===== config.mk =====
export PLATFORM = sky130hd
export DESIGN_NAME = mbd_scan
export DESIGN_NICKNAME = d
export VERILOG_FILES = /design/src/hw/rtl/mbd_pkg.sv /design/src/hw/rtl/mbd_scan.sv
export SDC_FILE = /design/constraint.sdc
export NUM_CORES = 1
export LEC_CHECK = 0
export BUFFER_PORTS_ARGS = -buffer_cell sky130_fd_sc_hd__buf_2
export CAP_MARGIN = 10
export CORE_MARGIN = 2
export CORE_UTILIZATION = 35
export CTS_CLUSTER_DIAMETER = 120
export DETAILED_ROUTE_END_ITERATION = 8
export PLACE_DENSITY = 0.67
export SYNTH_ARGS = -nofsm -noshare
export SYNTH_HDL_FRONTEND = slang
export SYNTH_SLANG_ARGS = --single-unit

===== constraint.sdc =====
create_clock -name clk -period 8.65 [get_ports clk]
set_input_delay 2.595 -clock clk [delete_from_list [all_inputs] [get_ports clk]]
set_output_delay 2.595 -clock clk [all_outputs]
set_load 0.02 [all_outputs]

===== src/hw/rtl/mbd_pkg.sv =====
// Shared types and constants for the mask boundary min-distance block.
// No dependencies; used by every RTL file of the block.
`default_nettype none

package mbd_pkg;

  localparam int LABEL_W = 8;
  localparam int ENTRY_W = LABEL_W + 1;
  localparam int DIST_W  = 20;
  localparam int CFG_W   = 7;

  localparam logic [DIST_W-1:0] NO_BOUNDARY = 20'd1000000;

  localparam logic KIND_LOAD  = 1'b0;
  localparam logic KIND_QUERY = 1'b1;

  localparam logic REG_WINDOW_WIDTH  = 1'b0;
  localparam logic REG_WINDOW_HEIGHT = 1'b1;

  typedef struct packed {
    logic valid;
    logic last;
  } scan_ctl_t;

  typedef struct packed {
    logic              valid;
    logic              found;
    logic [DIST_W-1:0] sq_dist;
  } dist_res_t;

endpackage

`default_nettype wire


===== src/hw/rtl/mbd_scan.sv =====
// Raster scan sequencer: walks window rows and patch columns, one patch
// column per cycle, and issues the three row addresses. Uses mbd_pkg.
`default_nettype none

module mbd_scan #(
  parameter int PS = 66,
  parameter int AW = 13,
  parameter int RW = 6,
  parameter int PW = 7,
  parameter int DW = 7
) (
  input  wire logic           clk,
  input  wire logic           rst_n,
  input  wire logic           go,
  input  wire logic [DW-1:0]  w_eff,
  input  wire logic [DW-1:0]  h_eff,
  output mbd_pkg::scan_ctl_t  ctl,
  output logic [RW-1:0]       row,
  output logic [PW-1:0]       pc,
  output logic [AW-1:0]       addr_up,
  output logic [AW-1:0]       addr_ctr,
  output logic [AW-1:0]       addr_dn
);

  logic          active_r;
  logic [RW-1:0] row_r;
  logic [PW-1:0] pc_r;
  logic [AW-1:0] base_r;
  logic          row_end;
  logic          last;

  assign row_end = (pc_r == PW'(w_eff) + PW'(1));
  assign last    = row_end && (int'(row_r) == int'(h_eff) - 1);

  always_ff @(posedge clk) begin
    if (!rst_n) begin
      active_r <= 1'b0;
    end else if (go) begin
      active_r <= 1'b1;
    end else if (active_r && last) begin
      active_r <= 1'b0;
    end
  end

  always_ff @(posedge clk) begin
    if (go) begin
      row_r  <= '0;
      pc_r   <= '0;
      base_r <= '0;
    end else if (active_r) begin
      if (row_end) begin
        pc_r   <= '0;
        row_r  <= row_r + RW'(1);
        base_r <= base_r + AW'(PS);
      end else begin
        pc_r <= pc_r + PW'(1);
      end
    end
  end

  assign ctl.valid = active_r;
  assign ctl.last  = last;
  assign row       = row_r;
  assign pc        = pc_r;
  assign addr_up   = base_r + AW'(pc_r);
  assign addr_ctr  = base_r + AW'(PS) + AW'(pc_r);
  assign addr_dn   = base_r + AW'(2 * PS) + AW'(pc_r);

endmodule

`default_nettype wire


==> flow_metrics.tcl, run 1 <==
set metrics [dict create \
    routedWlPerCell_um 13.1 \
    grt-ovfl-total 0 \
    rows 32 \
    worst_r2r_endpoint "row[5]" \
    maxCapViolCount 0 \
    cellLeakagePower_nw 1.57 \
    synthDistinctLibCells 63 \
    setup_viol 0 \
    layout_common_cells "buf_2, xnor2_1, xor2_1" \
    startpoint_type "primary input" \
    r2r_cells 6 \
    dr.pass1.iters 4 \
    yosys_warnings 0 \
    min_from "row[3]" \
    crit_slowest_cell "a221oi_2" \
    cts_tree "done" \
    async_flop_share 0 \
    cts_max_path_buffers 2 \
    hold_path_depth 2 \
    die_h_um 94.3 \
    grt_usage 0.151 \
    grt_antenna_before_repair 0 \
    syn-num-nets 390 \
    rsz0062_at_grt "no" \
    crit_type "in2out" \
    cp.buffers_inverters 3 \
    reg2reg_from "pc[2]" \
    vias 2605 \
    cp_max_fo 6 \
    io_pins 71 \
    period_share 0.812 \
    io_buffers 70 \
    grt_max_degree 29 \
    routed_wl_mm 6.55 \
    max-slew-margin-rel 0.352 \
    drc 0 \
    p_total_uw 242 \
    grt_pass1_vias 2498 \
    post_cts_resized 0 \
    postSynthAreaPerCell_um2 8.37 \
    crit_family "simple AND/OR/NAND/NOR gates" \
    num_antenna_cells 0 \
    max_freq_mhz 142 \
    hold_viol 0 \
    ant_nets 0 \
    hpwlAfterDp_mm 5.42 \
    post-cts-setup-buffers 0 \
    min_path_type "reg2reg" \
    vias_per_cell 5.20 \
    slew_viol_final 0 \
    core_area_um2 7810 \
    fin_skew_ns 0.00265 \
    worst_pin_slew_ns 0.960 \
    max_stage_delay_ns 0.32 \
    power_density_nw_per_um2 74.0 \
    ir_drop_uv 70.2 \
    end_kind "primary output" \
    die_x_um 94.3 \
    initial_core_util 0.366 \
    cts_hold_buf 0 \
    drtIter0Drc 89 \
    crit_chain "buf_2 > ha_1 > o21ba_1 > a221oi_2 > or2_2 > and3_1 > inv_1 > nor4_1 > buf_2" \
    nets 449 \
    ctsHtreeMaxLevel 1 \
    hold_path_end "row[3]" \
    clkLatencyLatePin_ns 0.26 \
    outcome "completed" \
    synthesis.area_um2 2850 \
    cts.clk_slew.worst_paths_ns 0.09 \
    synth.yosys.seq_area_share 0.182 \
    dieArea_um2 8890 \
    fillers 823 \
    grt_pass1_wl_mm 11.1 \
    syn_inst 341 \
    required_ns 6.06 \
    crit_arrival_ns 4.43 \
    synth_edf_count 0 \
    layout_commonest_cell "buf_2" \
    drive_gt1_frac 0.226 \
    ys_seq_elements 26 \
    cts_made_buffers 3 \
    ys.flop_type "dfxtp_1" \
    cts.sinks 26 \
    area_growth_pct 14.7 \
    finalSetupTns_ns 0 \
    post-route-min-period_ns 7.03 \
    place.gp.congestion 0.800 \
    rrSetupSlack_ns 6.44 \
    worst_path_most_repeated_cell "buf_2" \
    root_buffer "clkbuf_8" \
]
## routing by layer
layer / vias to the layer above / part of all wire / track usage
met5: - / 0 / 0
met2: 51 / 0.49 / 0.277
met1: 1220 / 0.46 / 0.193
met4: 0 / 0.018 / 0.0399
li1: 1323 / - / -
met3: 11 / 0.034 / 0.00883
## sequential cells by signal (all words and copies together) (netlist names)
name	flops
row	6
active_r	1
pc	7
base_r	12
## worst min-delay path: stages, from the launching register on
cell and delay (ns):
dfxtp_1 0.36, o21ai_0 0.10, a21oi_1 0.06
## synthesized netlist by cell type, types with 2 or more instances
cell type  count  area [um2]
o21bai_1       2        15.0
nor2b_1        6        37.5
o21a_1         3        22.5
or2_2          2        12.5
nor3_1        12        60.1
or3_2          2        15.0
nor2_1        26        97.6
ha_1          26         325
clkbuf_1       2        7.51
a21oi_1       17        85.1
o21ai_0       14        70.1
and3_1         2        12.5
buf_4          8        60.1
xor2_1        27         236
and4_1         2        17.5
inv_1         18        67.6
a31oi_1        4        25.0
fa_1           6         120
nor3b_1        2        15.0
or3_1          6        37.5
nand4_1        5        31.3
nand2_1       11        41.3
buf_6          2        22.5
or4_1          2        15.0
nand2b_1       7        43.8
xnor2_1       37         324
mux2i_1        2        20.0
nand3_1       12        60.1
a211oi_1       3        22.5
nor4_1         5        31.3
and4_2         2        20.0
a21o_1         8        60.1
nand3b_1       2        15.0
dfxtp_1       26         521
o31a_1         2        17.5
## metrics by stage
step	worst slack, ns	cells	hold slack [ns]	area, um2	util
global route	1.47	501	0.605	3270	0.419
global placement	1.68	497	0.533	3220	0.412
finish	1.62	501	0.566	3270	0.419
floorplan	1.93	341	0.517	2850	-
detailed placement	1.63	497	0.554	3220	0.412
CTS	1.62	501	0.570	3270	0.419
## worst max-delay path by stage
stage,start,to,depth (start not counted)
4_1_cts,w_eff[0],ctl[0],9
2_1_floorplan,w_eff[0],ctl[0],8
5_1_grt,w_eff[0],ctl[0],9
6_report,w_eff[0],ctl[0],9
3_3_place_gp,w_eff[0],ctl[0],9
3_5_place_dp,w_eff[0],ctl[0],9
## cell families (layout without fill, tap and decap cells)
kind of cell             count (synthesis)  after routing  share of synthesized area
AND/OR/NAND/NOR                        113            113                      0.223
XOR/XNOR                                64             64                      0.196
buffers and inverters                   34             92                     0.0636
AO/OA/AOI/OAI                           69             69                      0.167
adder cells (fa/ha/maj)                 32             32                      0.156
flip-flops                              26             26                      0.182
multiplexers                             3              3                     0.0110
## cell type report
| type | count | area (um2) | share of cell area |
|---|---|---|---|
| Inverter | 18 | 67.6 | 0.0206 |
| Tap cell | 102 | 128 | 0.0390 |
| Timing Repair Buffer | 70 | 350 | 0.107 |
| Multi-Input combinational cell | 281 | 2150 | 0.657 |
| Clock buffer | 4 | 55.1 | 0.0168 |
| Sequential cell | 26 | 520 | 0.159 |
## power by group
| group | switching (mW) | internal [mW] | leakage (nW) |
|---|---|---|---|
| Combinational | 0.0248 | 0.0158 | 1.33 |
| Sequential | 0.00321 | 0.121 | 0.210 |
| Clock | 0.0368 | 0.0406 | 0.0288 |
| Total | 0.0648 | 0.177 | 1.57 |
(Power assumes the default switching activity.)
==> run 2: changes to the inputs <==
==> constraint.sdc (replaced) <==
create_clock -name clk -period 6.7 [get_ports clk]
set_input_delay 2.01 -clock clk [delete_from_list [all_inputs] [get_ports clk]]
set_output_delay 2.01 -clock clk [all_outputs]
set_load 0.02 [all_outputs]
==> run 2 against run 1 <==
Via count hardly changed. Highest routed layer unchanged. Sequential share of layout area is the same. Clock-buffer cell count did not move. Final area did not move.
==> flow_metrics.tcl, run 2 (synthesis results as in run 1) <==
set metrics [dict create \
    outcome "completed" \
    io_pins 71 \
    crit_slowest_cell "a221oi_2" \
    max-slew-margin-rel 0.376 \
    area_growth_pct 14.7 \
    cts.sinks 26 \
    cts_made_buffers 3 \
    crit_arrival_ns 3.84 \
    dr_wl_met2_mm 3.32 \
    fillers 854 \
    hold_path_end "base_r[12]" \
    initial_core_util 0.366 \
    worst_path_most_repeated_cell "buf_2" \
    nets 449 \
    setup_viol 0 \
    io_buffers 70 \
    crit_chain "buf_2 > ha_1 > o21ba_1 > a221oi_2 > or2_2 > and3_1 > inv_1 > nor4_1 > buf_2" \
    multi_input_area_um2 2150 \
    cts_max_path_buffers 2 \
    grt_pass1_vias 2530 \
    cts.clk_slew.worst_paths_ns 0.09 \
    ant_nets 0 \
    vias 2606 \
    layout_common_cells "buf_2, xnor2_1, xor2_1" \
    period_share 0.874 \
    wl_met1_mm 2.97 \
    finalSetupTns_ns 0 \
    wl_met3_um 237 \
    rows 32 \
    post_cts_resized 0 \
    grt-ovfl-total 0 \
    dieArea_um2 8890 \
    ir_drop_uv 65.6 \
    grt_antenna_before_repair 0 \
    regMostFlops "base_r" \
    routedWlPerCell_um 13.2 \
    slew_viol_final 0 \
    layout_commonest_cell "buf_2" \
    cts_hold_buf 0 \
    fin_skew_ns 0.00255 \
    clkLatencyLatePin_ns 0.26 \
    grt_pass1_wl_mm 11.1 \
    place.gp.congestion 0.800 \
    drtIter0Drc 72 \
    die_x_um 94.3 \
    rrSetupSlack_ns 4.46 \
    hpwlAfterDp_mm 5.46 \
    final_util 0.419 \
    end_kind "primary output" \
    post-cts-setup-buffers 0 \
    max_stage_delay_ns 0.32 \
    max_freq_mhz 171 \
    drive_gt1_frac 0.226 \
    hold_viol 0 \
    reg2reg_from "pc[2]" \
    largest_reg_flops 12 \
    min_path_type "reg2reg" \
    dr.pass1.iters 4 \
    root_buffer "clkbuf_8" \
    vias_per_cell 5.20 \
    min_from "base_r[12]" \
    drc 0 \
    crit_type "in2out" \
    post-route-min-period_ns 5.85 \
    core_area_um2 7810 \
    rsz0062_at_grt "no" \
    whs_ns 0.564 \
    layout.cells.non_filler 501 \
    grt_max_degree 29 \
    num_antenna_cells 0 \
    worst_r2r_endpoint "row[5]" \
    grt_usage 0.150 \
    ctsHtreeMaxLevel 1 \
    cp_max_fo 6 \
    die_h_um 94.3 \
    routed_wl_mm 6.60 \
    r2r_cells 6 \
    crit_family "simple AND/OR/NAND/NOR gates" \
    maxCapViolCount 0 \
    cp-startpoint "w_eff[0]" \
    startpoint_type "primary input" \
    worst_pin_slew_ns 0.925 \
    required_ns 4.69 \
    power_density_nw_per_um2 95.3 \
    cellLeakagePower_nw 1.57 \
    top_layer "met4" \
    regArea_um2 520 \
    cp.buffers_inverters 3 \
    cts_tree "done" \
    placedCellCount 497 \
    hold_path_depth 2 \
]
run 2: cell counts in the layout (fill, tap and decap cells not counted):
Identical to the previous run, type by type.
run 2: how the worst max path moves through the flow:
stage	end	slack (ns)	cells after the start
finish	ctl[0]	0.85	9
CTS	ctl[0]	0.84	9
global route	ctl[0]	0.68	9
detailed placement	ctl[0]	0.85	9
global placement	ctl[0]	0.90	9
floorplan	ctl[0]	1.15	8
run 2: cell type report:
cell class / instances / area share
timing repair buffer: 70 / 0.107
inverter: 18 / 0.0206
sequential: 26 / 0.159
multi-input combinational: 281 / 0.657
clock buffer: 4 / 0.0168
tap: 102 / 0.0390
run 2: worst min-delay path, cell delays in order (launching register included):
cell and delay, ns:
dfxtp_1 0.37, o21ai_0 0.10, a21oi_1 0.06
run 2: metal layers:
layer | track usage | vias to the layer above
met5 | 0 | -
met4 | 0.0314 | 0
met3 | 0.00803 | 6
met2 | 0.282 | 57
met1 | 0.189 | 1227
li1 | - | 1316
run 2: per-stage QoR:
stage	total power, mW	setup slack [ns]	cell area [um2]
final	0.312	0.846	3270
after global routing	0.325	0.684	3270
after CTS	0.316	0.840	3270
after detailed placement	0.217	0.854	3220
after global placement	0.216	0.898	3220
after floorplan	0.203	1.15	2850
run 2: report_power, final:
| group | switching [mW] | total (mW) | internal (mW) | leakage, nW |
|---|---|---|---|---|
| Sequential | 0.00416 | 0.160 | 0.156 | 0.210 |
| Clock | 0.0467 | 0.0991 | 0.0524 | 0.0288 |
| Combinational | 0.0321 | 0.0525 | 0.0204 | 1.33 |
