==> config.mk <==
export PLATFORM = sky130hd
export DESIGN_NAME = mbd_eval
export DESIGN_NICKNAME = d
export VERILOG_FILES = /design/src/hw/rtl/mbd_pkg.sv /design/src/hw/rtl/mbd_eval.sv
export SDC_FILE = /design/constraint.sdc
export NUM_CORES = 1
export LEC_CHECK = 0
export BUFFER_PORTS_ARGS = -buffer_cell sky130_fd_sc_hd__buf_2
export CAP_MARGIN = 10
export CORE_MARGIN = 4
export CORE_UTILIZATION = 59
export CTS_CLUSTER_SIZE = 10
export DETAILED_ROUTE_END_ITERATION = 10
export GPL_TIMING_DRIVEN = 0
export PLACE_DENSITY = 0.88
export SLEW_MARGIN = 5
export SYNTH_ARGS = -nofsm -noshare
export SYNTH_HDL_FRONTEND = slang
export SYNTH_SLANG_ARGS = --single-unit
export TNS_END_PERCENT = 1
==> constraint.sdc <==
create_clock -name clk -period 4.1 [get_ports clk]
set_clock_uncertainty 0.1 [all_clocks]
set_input_delay 0.41 -clock clk [delete_from_list [all_inputs] [get_ports clk]]
set_output_delay 0.41 -clock clk [all_outputs]
set_load 0.01 [all_outputs]
==> src/hw/rtl/mbd_pkg.sv <==
// Shared types and constants for the mask boundary min-distance block.
// No dependencies; used by every RTL file of the block.
`default_nettype none

package mbd_pkg;

  localparam int LABEL_W = 8;
  localparam int ENTRY_W = LABEL_W + 1;
  localparam int DIST_W  = 20;
  localparam int CFG_W   = 7;

  localparam logic [DIST_W-1:0] NO_BOUNDARY = 20'd1000000;

  localparam logic KIND_LOAD  = 1'b0;
  localparam logic KIND_QUERY = 1'b1;

  localparam logic REG_WINDOW_WIDTH  = 1'b0;
  localparam logic REG_WINDOW_HEIGHT = 1'b1;

  typedef struct packed {
    logic valid;
    logic last;
  } scan_ctl_t;

  typedef struct packed {
    logic              valid;
    logic              found;
    logic [DIST_W-1:0] sq_dist;
  } dist_res_t;

endpackage

`default_nettype wire

==> src/hw/rtl/mbd_eval.sv <==
// Boundary test on the four direct neighbors in a 3x3 window, squared distance and
// running minimum. Fed by mbd_scan tags and mbd_patch_mem data. Uses mbd_pkg.
`default_nettype none

module mbd_eval #(
  parameter int RW = 6,
  parameter int PW = 7
) (
  input  wire logic                        clk,
  input  wire logic                        rst_n,
  input  wire logic                        clear,
  input  wire logic [5:0]                  query_row,
  input  wire logic [5:0]                  query_col,
  input  wire mbd_pkg::scan_ctl_t          ctl_in,
  input  wire logic [RW-1:0]               row_in,
  input  wire logic [PW-1:0]               pc_in,
  input  wire logic [mbd_pkg::ENTRY_W-1:0] rd_up,
  input  wire logic [mbd_pkg::ENTRY_W-1:0] rd_ctr,
  input  wire logic [mbd_pkg::ENTRY_W-1:0] rd_dn,
  output mbd_pkg::dist_res_t               res
);

  localparam int XW = (RW > 6) ? RW : 6;
  localparam int SW = 2 * XW + 1;

  logic [5:0] qrow_r, qcol_r;

  mbd_pkg::scan_ctl_t ctl1_r, ctl2_r;
  logic [RW-1:0]      row1_r, row2_r;
  logic [PW-1:0]      pc1_r, pc2_r;

  logic [mbd_pkg::ENTRY_W-1:0] ctr0_r, ctr1_r, ctr2_r;
  logic [mbd_pkg::ENTRY_W-1:0] up0_r, up1_r, dn0_r, dn1_r;

  logic              eval_ok, bnd;
  logic [RW-1:0]     wcol;
  logic [XW-1:0]     ra, rb, ca, cb, dr, dc;

  logic              bnd3_r, last3_r, bnd4_r, last4_r;
  logic [XW-1:0]     dr3_r, dc3_r;
  logic [2*XW-1:0]   sqr4_r, sqc4_r;

  logic [SW-1:0]             dsum;
  logic [mbd_pkg::DIST_W-1:0] d;
  logic                      better;
  logic [mbd_pkg::DIST_W-1:0] best_r;
  logic                      found_r;

  function automatic logic differs(input logic [mbd_pkg::ENTRY_W-1:0] nb,
                                   input logic [mbd_pkg::LABEL_W-1:0] lab);
    differs = nb[mbd_pkg::ENTRY_W-1] && (nb[mbd_pkg::LABEL_W-1:0] != lab);
  endfunction

  always_ff @(posedge clk) begin
    if (clear) begin
      qrow_r <= query_row;
      qcol_r <= query_col;
    end
  end

  always_ff @(posedge clk) begin
    if (!rst_n) begin
      ctl1_r  <= '0;
      ctl2_r  <= '0;
      bnd3_r  <= 1'b0;
      last3_r <= 1'b0;
      bnd4_r  <= 1'b0;
      last4_r <= 1'b0;
    end else begin
      ctl1_r  <= ctl_in;
      ctl2_r  <= ctl1_r;
      bnd3_r  <= eval_ok && bnd;
      last3_r <= ctl2_r.valid && ctl2_r.last;
      bnd4_r  <= bnd3_r;
      last4_r <= last3_r;
    end
  end

  // data path: tag align, column shift, abs diff, squares
  always_ff @(posedge clk) begin
    row1_r <= row_in;
    pc1_r  <= pc_in;
    row2_r <= row1_r;
    pc2_r  <= pc1_r;
    ctr0_r <= rd_ctr;
    ctr1_r <= ctr0_r;
    ctr2_r <= ctr1_r;
    up0_r  <= rd_up;
    up1_r  <= up0_r;
    dn0_r  <= rd_dn;
    dn1_r  <= dn0_r;
    dr3_r  <= dr;
    dc3_r  <= dc;
    sqr4_r <= (2*XW)'(dr3_r) * (2*XW)'(dr3_r);
    sqc4_r <= (2*XW)'(dc3_r) * (2*XW)'(dc3_r);
  end

  // pixel under test is the middle column of the shift window
  assign eval_ok = ctl2_r.valid && (pc2_r >= PW'(2));
  assign bnd     = (ctr1_r[mbd_pkg::LABEL_W-1:0] != '0) &&
                   (differs(ctr2_r, ctr1_r[mbd_pkg::LABEL_W-1:0]) ||
                    differs(ctr0_r, ctr1_r[mbd_pkg::LABEL_W-1:0]) ||
                    differs(up1_r,  ctr1_r[mbd_pkg::LABEL_W-1:0]) ||
                    differs(dn1_r,  ctr1_r[mbd_pkg::LABEL_W-1:0]));
  assign wcol    = RW'(pc2_r - PW'(2));

  assign ra = XW'(row2_r);
  assign rb = XW'(qrow_r);
  assign ca = XW'(wcol);
  assign cb = XW'(qcol_r);
  assign dr = (ra > rb) ? ra - rb : rb - ra;
  assign dc = (ca > cb) ? ca - cb : cb - ca;

  assign dsum   = SW'(sqr4_r) + SW'(sqc4_r);
  assign d      = mbd_pkg::DIST_W'(dsum);
  assign better = bnd4_r && (d < best_r);

  always_ff @(posedge clk) begin
    if (!rst_n || clear) begin
      best_r  <= mbd_pkg::NO_BOUNDARY;
      found_r <= 1'b0;
    end else if (bnd4_r) begin
      found_r <= 1'b1;
      if (better) begin
        best_r <= d;
      end
    end
  end

  assign res.valid   = last4_r;
  assign res.found   = found_r || bnd4_r;
  assign res.sq_dist = better ? d : best_r;

endmodule

`default_nettype wire

==> impl_metrics.json, run 1 <==
{
  "drt_iter0_drc": 260,
  "cp_common_cell": "o211ai_1",
  "synth-compound-area-share_pct": 6.589,
  "grt_overflow_total": 0,
  "dpl.hpwl_um": 9872,
  "synthArstFlopShare_pct": 0,
  "synth_edf_count": 12,
  "finalPower_mw": 7.467,
  "powerDensity_nw_per_um2": 816.0,
  "grt_pass1_vias": 5633,
  "cts_sinks": 164,
  "clk_latency_ns": 0.43,
  "rsz0062_at_grt": "yes",
  "cpPeakStageDelay_ns": 0.35,
  "synth_top_family_by_area": "adder cells",
  "grtUsageTotal_pct": 22.16,
  "die_y_um": 119.8,
  "synthTopCellsByArea": "dfxtp_1 41%, ha_1 12%, xnor2_1 6.4%",
  "ant_nets": 0,
  "worst_setup_path_start_kind": "flip-flop",
  "synth_top_area_share_pct": 41.30,
  "r2r_start": "dc3_r[0]$_DFF_P_",
  "yosys_warnings": 0,
  "synth-xor-area-share_pct": 7.726,
  "fin_area_sq_um": 9150,
  "htreeDepth": 4,
  "syn-num-nets": 831,
  "drive_above_1_share_pct": 17.96,
  "yosysMostFrequentCell": "dfxtp_1",
  "cts_tree": "yes",
  "io_pins": 79,
  "seq_area_frac_synth_pct": 46.19,
  "finalCritPeriodShare_pct": 100.0,
  "via_count": 5221,
  "hold_ws_ns": 0.05180,
  "finalSetupViolCount": 1,
  "holdCritStartpoint": "query_row[2]",
  "endpoint_kind": "output port",
  "syn_area_per_cell_sq_um": 10.80,
  "slew_viol_final": 0,
  "yosys.cell_types.count": 46,
  "worstPathRequired_ns": 3.59,
  "drt-vias-per-instance": 5.200,
  "syn_to_final_growth_pct": 24.18,
  "path_max_fanout": 7,
  "dieWidth_um": 119.8,
  "fp-row-count": 40,
  "critPathKind": "reg2out",
  "initial_utilization_pct": 60.84,
  "cp-startpoint": "sqc4_r[7]$_DFF_P_",
  "syn_area_sq_um": 7368,
  "synth_cells": 682,
  "grt_pass1_wl_um": 25340,
  "clk_pin_slew_ns": 0.06,
  "portBuffers": 78,
  "fin_nets": 971,
  "cap_violations": 0,
  "cpMaxStageDelayCell": "mux2_2",
  "post-route-util_pct": 75.55,
  "arrival_ns": 3.59,
  "die_area_sq_um": 14340,
  "drtPass1Iterations": 4,
  "remaining_drc_errors": 0,
  "antenna_found_initial": 0,
  "clock_path_buffers": 2,
  "synth_commonest_cells": "152 x dfxtp_1, 87 x inv_1, 72 x ha_1",
  "period_needed_ns": 4.102,
  "cts_buffers": 17,
  "power.leakage_nw": 4.218,
  "path_delay_family": "compound AO/OA/AOI/OAI gates",
  "grt_max_degree": 17,
  "finalWorstSetupSlack_ns": -0.001962,
  "clockRootBuffer": "clkbuf_16",
  "outcome": "finished, violations left",
  "violations": "negative setup slack",
  "synth_fa_ha_area_share_pct": 17.66,
  "yosysTopAreaCell": "dfxtp_1",
  "synth-simple-area-share_pct": 12.12,
  "final_hold_viol_count": 0,
  "synth_mux_area_share_pct": 4.194,
  "crit_chain": "ha_2 -> a211oi_2 -> o211ai_1 -> a31oi_2 -> xnor2_1 -> ha_1 -> nand3_1 -> o211ai_1 -> o31ai_2 -> a21oi_4 -> buf_4 -> mux2_2 -> buf_2",
  "peakVddDrop_mv": 0.6390,
  "tightest_slew_ns": 0.5854,
  "routed_wl_um": 15240,
  "place_ws_ns": 0.08381,
  "fmax_mhz": 243.8,
  "relSlewSlack_pct": 60.71,
  "synth-main-ff-cell": "dfxtp_1",
  "wl_per_cell_um": 15.18,
  "timing.hold.worst.class": "in2reg",
  "synth_seq_cells": 164,
  "place_area_sq_um": 7969,
  "place.gp.congestion": 0.8205,
  "core_sq_um": 12110,
  "crit_buf_inv": 2
}
logic make-up after synthesis:
kind of cell / after synthesis
simple gates: 163
mux: 26
compound gates: 69
buf+inv: 103
fa+ha+maj: 92
flops: 164
xor+xnor: 65
cells in the final DEF, fill, tap and decap left out, types with 11 or more instances in the layout:
cell and instances:
a21oi_1 15, and2_1 42, buf_2 70, clkbuf_1 13
clkbuf_16 19, dfxtp_1 150, dlygate4sd3_1 40, edfxtp_1 12
fa_1 20, ha_1 70, inv_1 87, mux2i_1 11
nand2_1 28, nand2b_1 11, nand3_1 13, nor2_1 18
nor2b_1 16, o21ai_0 12, xnor2_1 54, xor2_1 11
sequential cells by signal, summed over array words and instances, names as in the netlist, 6 cells and up:
name and cells:
row1_r 6, dc3_r 6, pc1_r 7, dr3_r 6, up1_r 9, cb 6, sqc4_r 11, sqr4_r 11
ctr2_r 9, pc2_r 7, dn0_r 9, best_r 20, qrow_r 6, dn1_r 9, up0_r 9, ctr0_r 9
ra 6, ctr1_r 9
repair_timing:
action / 4_1_cts / 5_1_grt
hold endpoints to repair: 39 / 1
cloned: 0 / 0
buffers inserted: 2 / 2
endpoints found under the setup margin: 15 / 18
pin swaps: 7 / 10
hold buffers: 39 / 1
gates resized for setup: 5 / 19
stage by stage:
step | TNS, ns | std cells
6_report | -0.001962 | 1004
3_3_place_gp | 0 | 928
2_1_floorplan | 0 | 682
3_5_place_dp | 0 | 928
5_1_grt | -1.019 | 1003
4_1_cts | 0 | 1000
final cells by class:
cell class | instances | area, sq um
tap | 168 | 210.2
buffer | 15 | 76.32
clock inverter | 11 | 128.9
sequential | 164 | 3406
inverter | 87 | 326.6
antenna | 1 | 2.502
clock buffer | 21 | 503.0
timing repair buffer | 122 | 870.8
fill | 734 | 2962
multi-input combinational | 415 | 3626
where the power goes:
group	internal [mW]	switching, mW	total [mW]
registers	1.87	0.138	2.01
logic	1.76	2.05	3.81
clock network	0.965	0.682	1.65
layer usage:
metal  routed length [um]  vias to the layer above  global-route usage, %
li1                     -                     2524                      -
met1                 5708                     2489                  22.15
met2                 8412                      164                  42.73
met3                  627                       44                  5.419
met4                  488                        0                  10.24
met5                    0                        -                      0
final timing paths:
path | cells after the start | endpoint | slack (ns)
max | 13 | res[10] | -0.002
min | 1 | qrow_r[2]$_DFFE_PP_ | 0.05
min reg2reg | 0 | up1_r[6]$_DFF_P_ | 0.23
max reg2reg | 12 | sqc4_r[11]$_DFF_P_ | 0.19
Power figures use the tool's default switching activity.
==> run 2, diff against run 1 <==
CORE_UTILIZATION = 50   (was 59)
PLACE_DENSITY = 0.78   (was 0.88)
RECOVER_POWER = 25   (was default)
==> run 2 against run 1 <==
Against the previous run: the flow now finishes without violations; first-iteration DRC count is 34% lower; die area up 17%; sequential power about the same; via count decreased by 5.0%; critical path depth is the same; sequential share of layout area decreased by 0.34 points; global-route usage fell by 4.2 points; routed wire length shrank 5.5%; design area up 1.0%; combinational power is 3% higher; clock power fell by 9%; final cell count is 2.4% higher; critical path type unchanged.
==> impl_metrics.json, run 2 (synthesis results as in run 1) <==
{
  "outcome": "finished, final reports clean",
  "relSlewSlack_pct": 59.57,
  "clock_path_buffers": 2,
  "grt_overflow_total": 0,
  "cap_violations": 0,
  "grt_max_degree": 17,
  "initial_utilization_pct": 50.89,
  "powerDensity_nw_per_um2": 805.8,
  "io_pins": 79,
  "critPathKind": "reg2out",
  "top_register": "best_r",
  "via_count": 4960,
  "drt-vias-per-instance": 4.825,
  "finalCritPeriodShare_pct": 99.86,
  "cts_sinks": 164,
  "wl_per_cell_um": 14.01,
  "clk_pin_slew_ns": 0.07,
  "cts_tree": "yes",
  "worstPathRequired_ns": 3.59,
  "place_ws_ns": 0.1928,
  "grt_pass1_wl_um": 23580,
  "top_regs": "best_r (20), sqc4_r (11), sqr4_r (11)",
  "antenna_found_initial": 0,
  "arrival_ns": 3.58,
  "p_switching_mw": 2.869,
  "finalSetupViolCount": 0,
  "place.gp.congestion": 0.8333,
  "switching_share_pct": 38.52,
  "dieWidth_um": 129.4,
  "finalWorstSetupSlack_ns": 0.005693,
  "path_max_fanout": 5,
  "portBuffers": 78,
  "core_sq_um": 14480,
  "rsz0062_at_grt": "yes",
  "period_needed_ns": 4.094,
  "grtUsageTotal_pct": 17.98,
  "worst_setup_path_start_kind": "flip-flop",
  "htreeDepth": 4,
  "drive_above_1_share_pct": 19.43,
  "fmax_mhz": 244.2,
  "dpl.hpwl_um": 9363,
  "post-route-util_pct": 63.84,
  "ant_nets": 0,
  "die_y_um": 129.4,
  "clockRootBuffer": "clkbuf_16",
  "final_common_cell": "dfxtp_1",
  "drtPass1Iterations": 4,
  "clk_latency_ns": 0.43,
  "endpoint_kind": "output port",
  "power.leakage_nw": 4.262,
  "syn_to_final_growth_pct": 25.45,
  "routed_wl_um": 14400,
  "power.share.combinational_pct": 52.8,
  "cts_buffers": 17,
  "pwr-share-clk_pct": 20.1,
  "fin_tns_setup_ns": 0,
  "power.internal_mw": 4.580,
  "tightest_slew_ns": 0.6024,
  "diodes": 0,
  "largest_register_ffs": 20,
  "peakVddDrop_mv": 0.5175,
  "final_cell_mix": "147 x dfxtp_1, 87 x inv_1, 69 x ha_1, 67 x buf_2, 53 x xnor2_1",
  "fin_nets": 980,
  "die_area_sq_um": 16740,
  "fp-row-count": 44,
  "remaining_drc_errors": 0,
  "slew_viol_final": 0,
  "p_seq_share_pct": 27.1,
  "grt_pass1_vias": 5131,
  "timing.hold.worst.class": "in2reg",
  "drt_iter0_drc": 172,
  "final_hold_viol_count": 0
}
run 2: cell types whose count changed in the layout (fill, tap and decap cells not counted), sizes merged:
cell    previous run  this run
buf               84        92
inv               93        95
bufinv             1         0
clkbuf            34        33
clkinv             4         5
diode              1         0
run 2: layout make-up:
class / instances / area (sq um)
Clock buffer: 19 / 442.9
Clock inverter: 13 / 115.1
Inverter: 87 / 326.6
Timing Repair Buffer: 131 / 980.9
Tap cell: 184 / 230.2
Buffer: 15 / 76.32
Fill cell: 1090 / 5235
Sequential cell: 164 / 3410
Multi-Input combinational cell: 415 / 3662
run 2: worst max-delay path, stage by stage (launching register included):
cell       delay, ns
dfxtp_1         0.31
ha_1            0.39
and4_1          0.26
a2111oi_4       0.32
xnor2_2         0.17
ha_1            0.28
a21oi_1         0.18
o211ai_1        0.17
o31ai_2         0.32
a21oi_4         0.08
buf_6           0.14
buf_16          0.13
mux2_4          0.30
buf_6           0.12
run 2: worst paths after layout:
path / startpoint / endpoint / slack (ns) / cells after the start
max: sqr4_r[8]$_DFF_P_ / res[4] / 0.006 / 13
min: query_col[4] / cb[4]$_DFFE_PP_ / 0.06 / 1
max reg2reg: dr3_r[0]$_DFF_P_ / sqr4_r[11]$_DFF_P_ / 0.25 / 12
min reg2reg: row1_r[3]$_DFF_P_ / ra[3]$_DFF_P_ / 0.23 / 0
run 2: what timing repair did:
| item | 4_1_cts | 5_1_grt |
|---|---|---|
| pin swaps | 9 | 13 |
| hold buffers | 40 | 0 |
| setup buffers | 9 | 3 |
| gates cloned | 1 | 0 |
| endpoints found under the setup margin | 15 | 18 |
| hold endpoints to repair | 40 | 0 |
| resized for setup | 7 | 32 |
run 2: power by group through the flow:
stage	logic (mW)	registers (mW)	clock network (mW)
2_1_floorplan	2.86	1.99	0
3_3_place_gp	3.38	2.03	0
3_5_place_dp	3.51	2.04	0
4_1_cts	3.75	2.01	1.52
5_1_grt	4.47	2.04	1.60
6_report	3.93	2.02	1.50
run 2: per-layer routing:
layer  share of wire, %  track usage, %  up-vias
met5                  0               0        -
met1                 42           19.62     2294
met2                 52           33.08      104
met4                1.6           6.547        0
met3                4.3           5.111       23
li1                   -               -     2539
run 2: through the flow:
step,power [mW],instances,hold slack (ns),instance area (sq um)
final,7.449,1028,0.05564,9244
after global routing,8.113,1028,0.03403,9244
after CTS,7.279,1025,0.04117,9076
after detailed placement,5.549,944,0.2121,7989
after global placement,5.414,944,0.2106,7989
after floorplan,4.843,682,0.2096,7368
==> run 3, diff against run 2 <==
clock period = 5.2 ns   (was 4.1 ns; I/O delays follow)
==> run 3 against run 2 <==
Against the previous run: first-iteration DRC count is 5.2% higher; largest cell class unchanged; non-clock buffer count is 52 lower; design area is 7.5% lower; critical path depth stayed put; core utilization is 4.8 points lower; via count is 5.5% lower; routed wire length is 15% lower; worst hold slack better by 0.037 ns; power is 26% lower.
==> impl_metrics.json, run 3 (synthesis results as in run 1) <==
{
  "outcome": "finished, final reports clean",
  "die_y_um": 129.4,
  "cts_buffers": 17,
  "cts_setup_buffers": 0,
  "dieWidth_um": 129.4,
  "clk_pin_slew_ns": 0.07,
  "routed_wl_um": 12230,
  "endpoint_kind": "output port",
  "power.leakage_nw": 3.979,
  "cp_common_cell": "ha_1",
  "grt_overflow_total": 0,
  "cts_resized": 0,
  "portBuffers": 78,
  "final_hold_viol_count": 0,
  "core_sq_um": 14480,
  "fin_tns_setup_ns": 0,
  "drive_above_1_share_pct": 16.67,
  "peakVddDrop_mv": 0.4438,
  "n_fill_cell": 1194,
  "clock_path_buffers": 2,
  "largest_register_ffs": 20,
  "critPathKind": "reg2out",
  "worstPathRequired_ns": 4.58,
  "fin_nets": 928,
  "cts_sinks": 164,
  "io_pins": 79,
  "place.gp.congestion": 0.8333,
  "finalSetupViolCount": 0,
  "cts_tree": "yes",
  "place_ws_ns": 1.198,
  "path_delay_family": "compound AO/OA/AOI/OAI gates",
  "grt_pass1_vias": 4642,
  "finalCritPeriodShare_pct": 86.45,
  "htreeDepth": 4,
  "drt-vias-per-instance": 4.802,
  "slew_viol_final": 0,
  "tightest_slew_ns": 0.6018,
  "initial_utilization_pct": 50.89,
  "worst_setup_path_start_kind": "flip-flop",
  "period_needed_ns": 4.495,
  "rsz0062_at_grt": "no",
  "grtUsageTotal_pct": 15.72,
  "final_cell_mix": "152 x dfxtp_1, 87 x inv_1, 78 x buf_2, 72 x ha_1, 54 x xnor2_1",
  "arrival_ns": 3.88,
  "top_register": "best_r",
  "via_count": 4687,
  "fin_area_sq_um": 8547,
  "cpPeakStageDelay_ns": 0.46,
  "cpMaxStageDelayCell": "a211oi_1",
  "fmax_mhz": 222.4,
  "clockRootBuffer": "clkbuf_16",
  "syn_to_final_growth_pct": 16.00,
  "die_area_sq_um": 16740,
  "cts_hold_buf": 0,
  "remaining_drc_errors": 0,
  "clk_latency_ns": 0.42,
  "grt_pass1_wl_um": 20800,
  "drt_iter0_drc": 181,
  "ant_nets": 0,
  "wl_per_cell_um": 12.53,
  "path_max_fanout": 10,
  "powerDensity_nw_per_um2": 645.6,
  "finalWorstSetupSlack_ns": 0.7045,
  "drtPass1Iterations": 6,
  "place_area_sq_um": 7989,
  "dpl.hpwl_um": 9363,
  "fp-row-count": 44,
  "top_regs": "best_r (20), sqc4_r (11), sqr4_r (11)",
  "crit_buf_inv": 2,
  "cap_violations": 0,
  "grt_max_degree": 17,
  "timing.hold.worst.class": "in2reg",
  "relSlewSlack_pct": 59.61,
  "crit_chain": "ha_1 -> a211oi_1 -> nor3_1 -> a2111oi_2 -> xnor2_1 -> ha_1 -> a21oi_1 -> o211ai_1 -> o31ai_2 -> a21oi_4 -> buf_12 -> mux2_4 -> buf_2",
  "diodes": 0,
  "final_common_cell": "dfxtp_1",
  "antenna_found_initial": 0
}
-- run 3: cell types whose count changed in the layout (fill, tap and decap cells not counted), moves of 3 or more --
cell | before | now
buf_2 | 67 | 78
buf_4 | 10 | 1
buf_6 | 13 | 0
dfxtp_1 | 147 | 152
dfxtp_2 | 5 | 0
dlygate4sd3_1 | 40 | 0
ha_1 | 69 | 72
-- run 3: final cells by class --
cell class / count / area [sq um] / area share [%]
multi-input cells: 415 / 3558 / 41.63
well taps: 184 / 230.2 / 2.694
repair buffers: 78 / 390.4 / 4.567
flip-flops and latches: 164 / 3403 / 39.82
plain buffers: 16 / 80.08 / 0.9369
clock inverters: 13 / 115.1 / 1.347
clock buffers: 19 / 442.9 / 5.182
inverters: 87 / 326.6 / 3.821
-- run 3: metal layers --
layer | track usage, % | wire (um)
met5 | 0 | 0
met4 | 5.868 | 176
met3 | 4.411 | 639
met2 | 27.10 | 5862
met1 | 18.69 | 5548
-- run 3: power by group --
group	switching (mW)	total [mW]	leakage, nW	internal (mW)
sequential	0.102	1.58	1.39	1.47
clock	0.532	1.17	0.282	0.643
combinational	1.49	2.77	2.31	1.28
total	2.13	5.52	3.98	3.39
-- run 3: path summary, 6_finish.rpt --
kind                                         from  cells after the start                 end  slack, ns
worst min register to register  row1_r[3]$_DFF_P_                      0       ra[3]$_DFF_P_       0.23
worst max-delay path            sqr4_r[3]$_DFF_P_                     13             res[12]       0.70
worst min-delay path                     rd_up[7]                      1    up0_r[7]$_DFF_P_       0.09
worst max register to register   dc3_r[3]$_DFF_P_                     13  sqc4_r[11]$_DFF_P_       1.30
-- run 3: metrics by stage --
step                cells  hold WS (ns)  total power, mW  util (%)
CTS                   976       0.07323            5.584     59.03
global route          976       0.06860            6.061     59.03
global placement      944        0.2106            4.269     55.18
finish                976       0.09292            5.518     59.03
detailed placement    944        0.2121            4.375     55.18
floorplan             682        0.2096            3.818         -
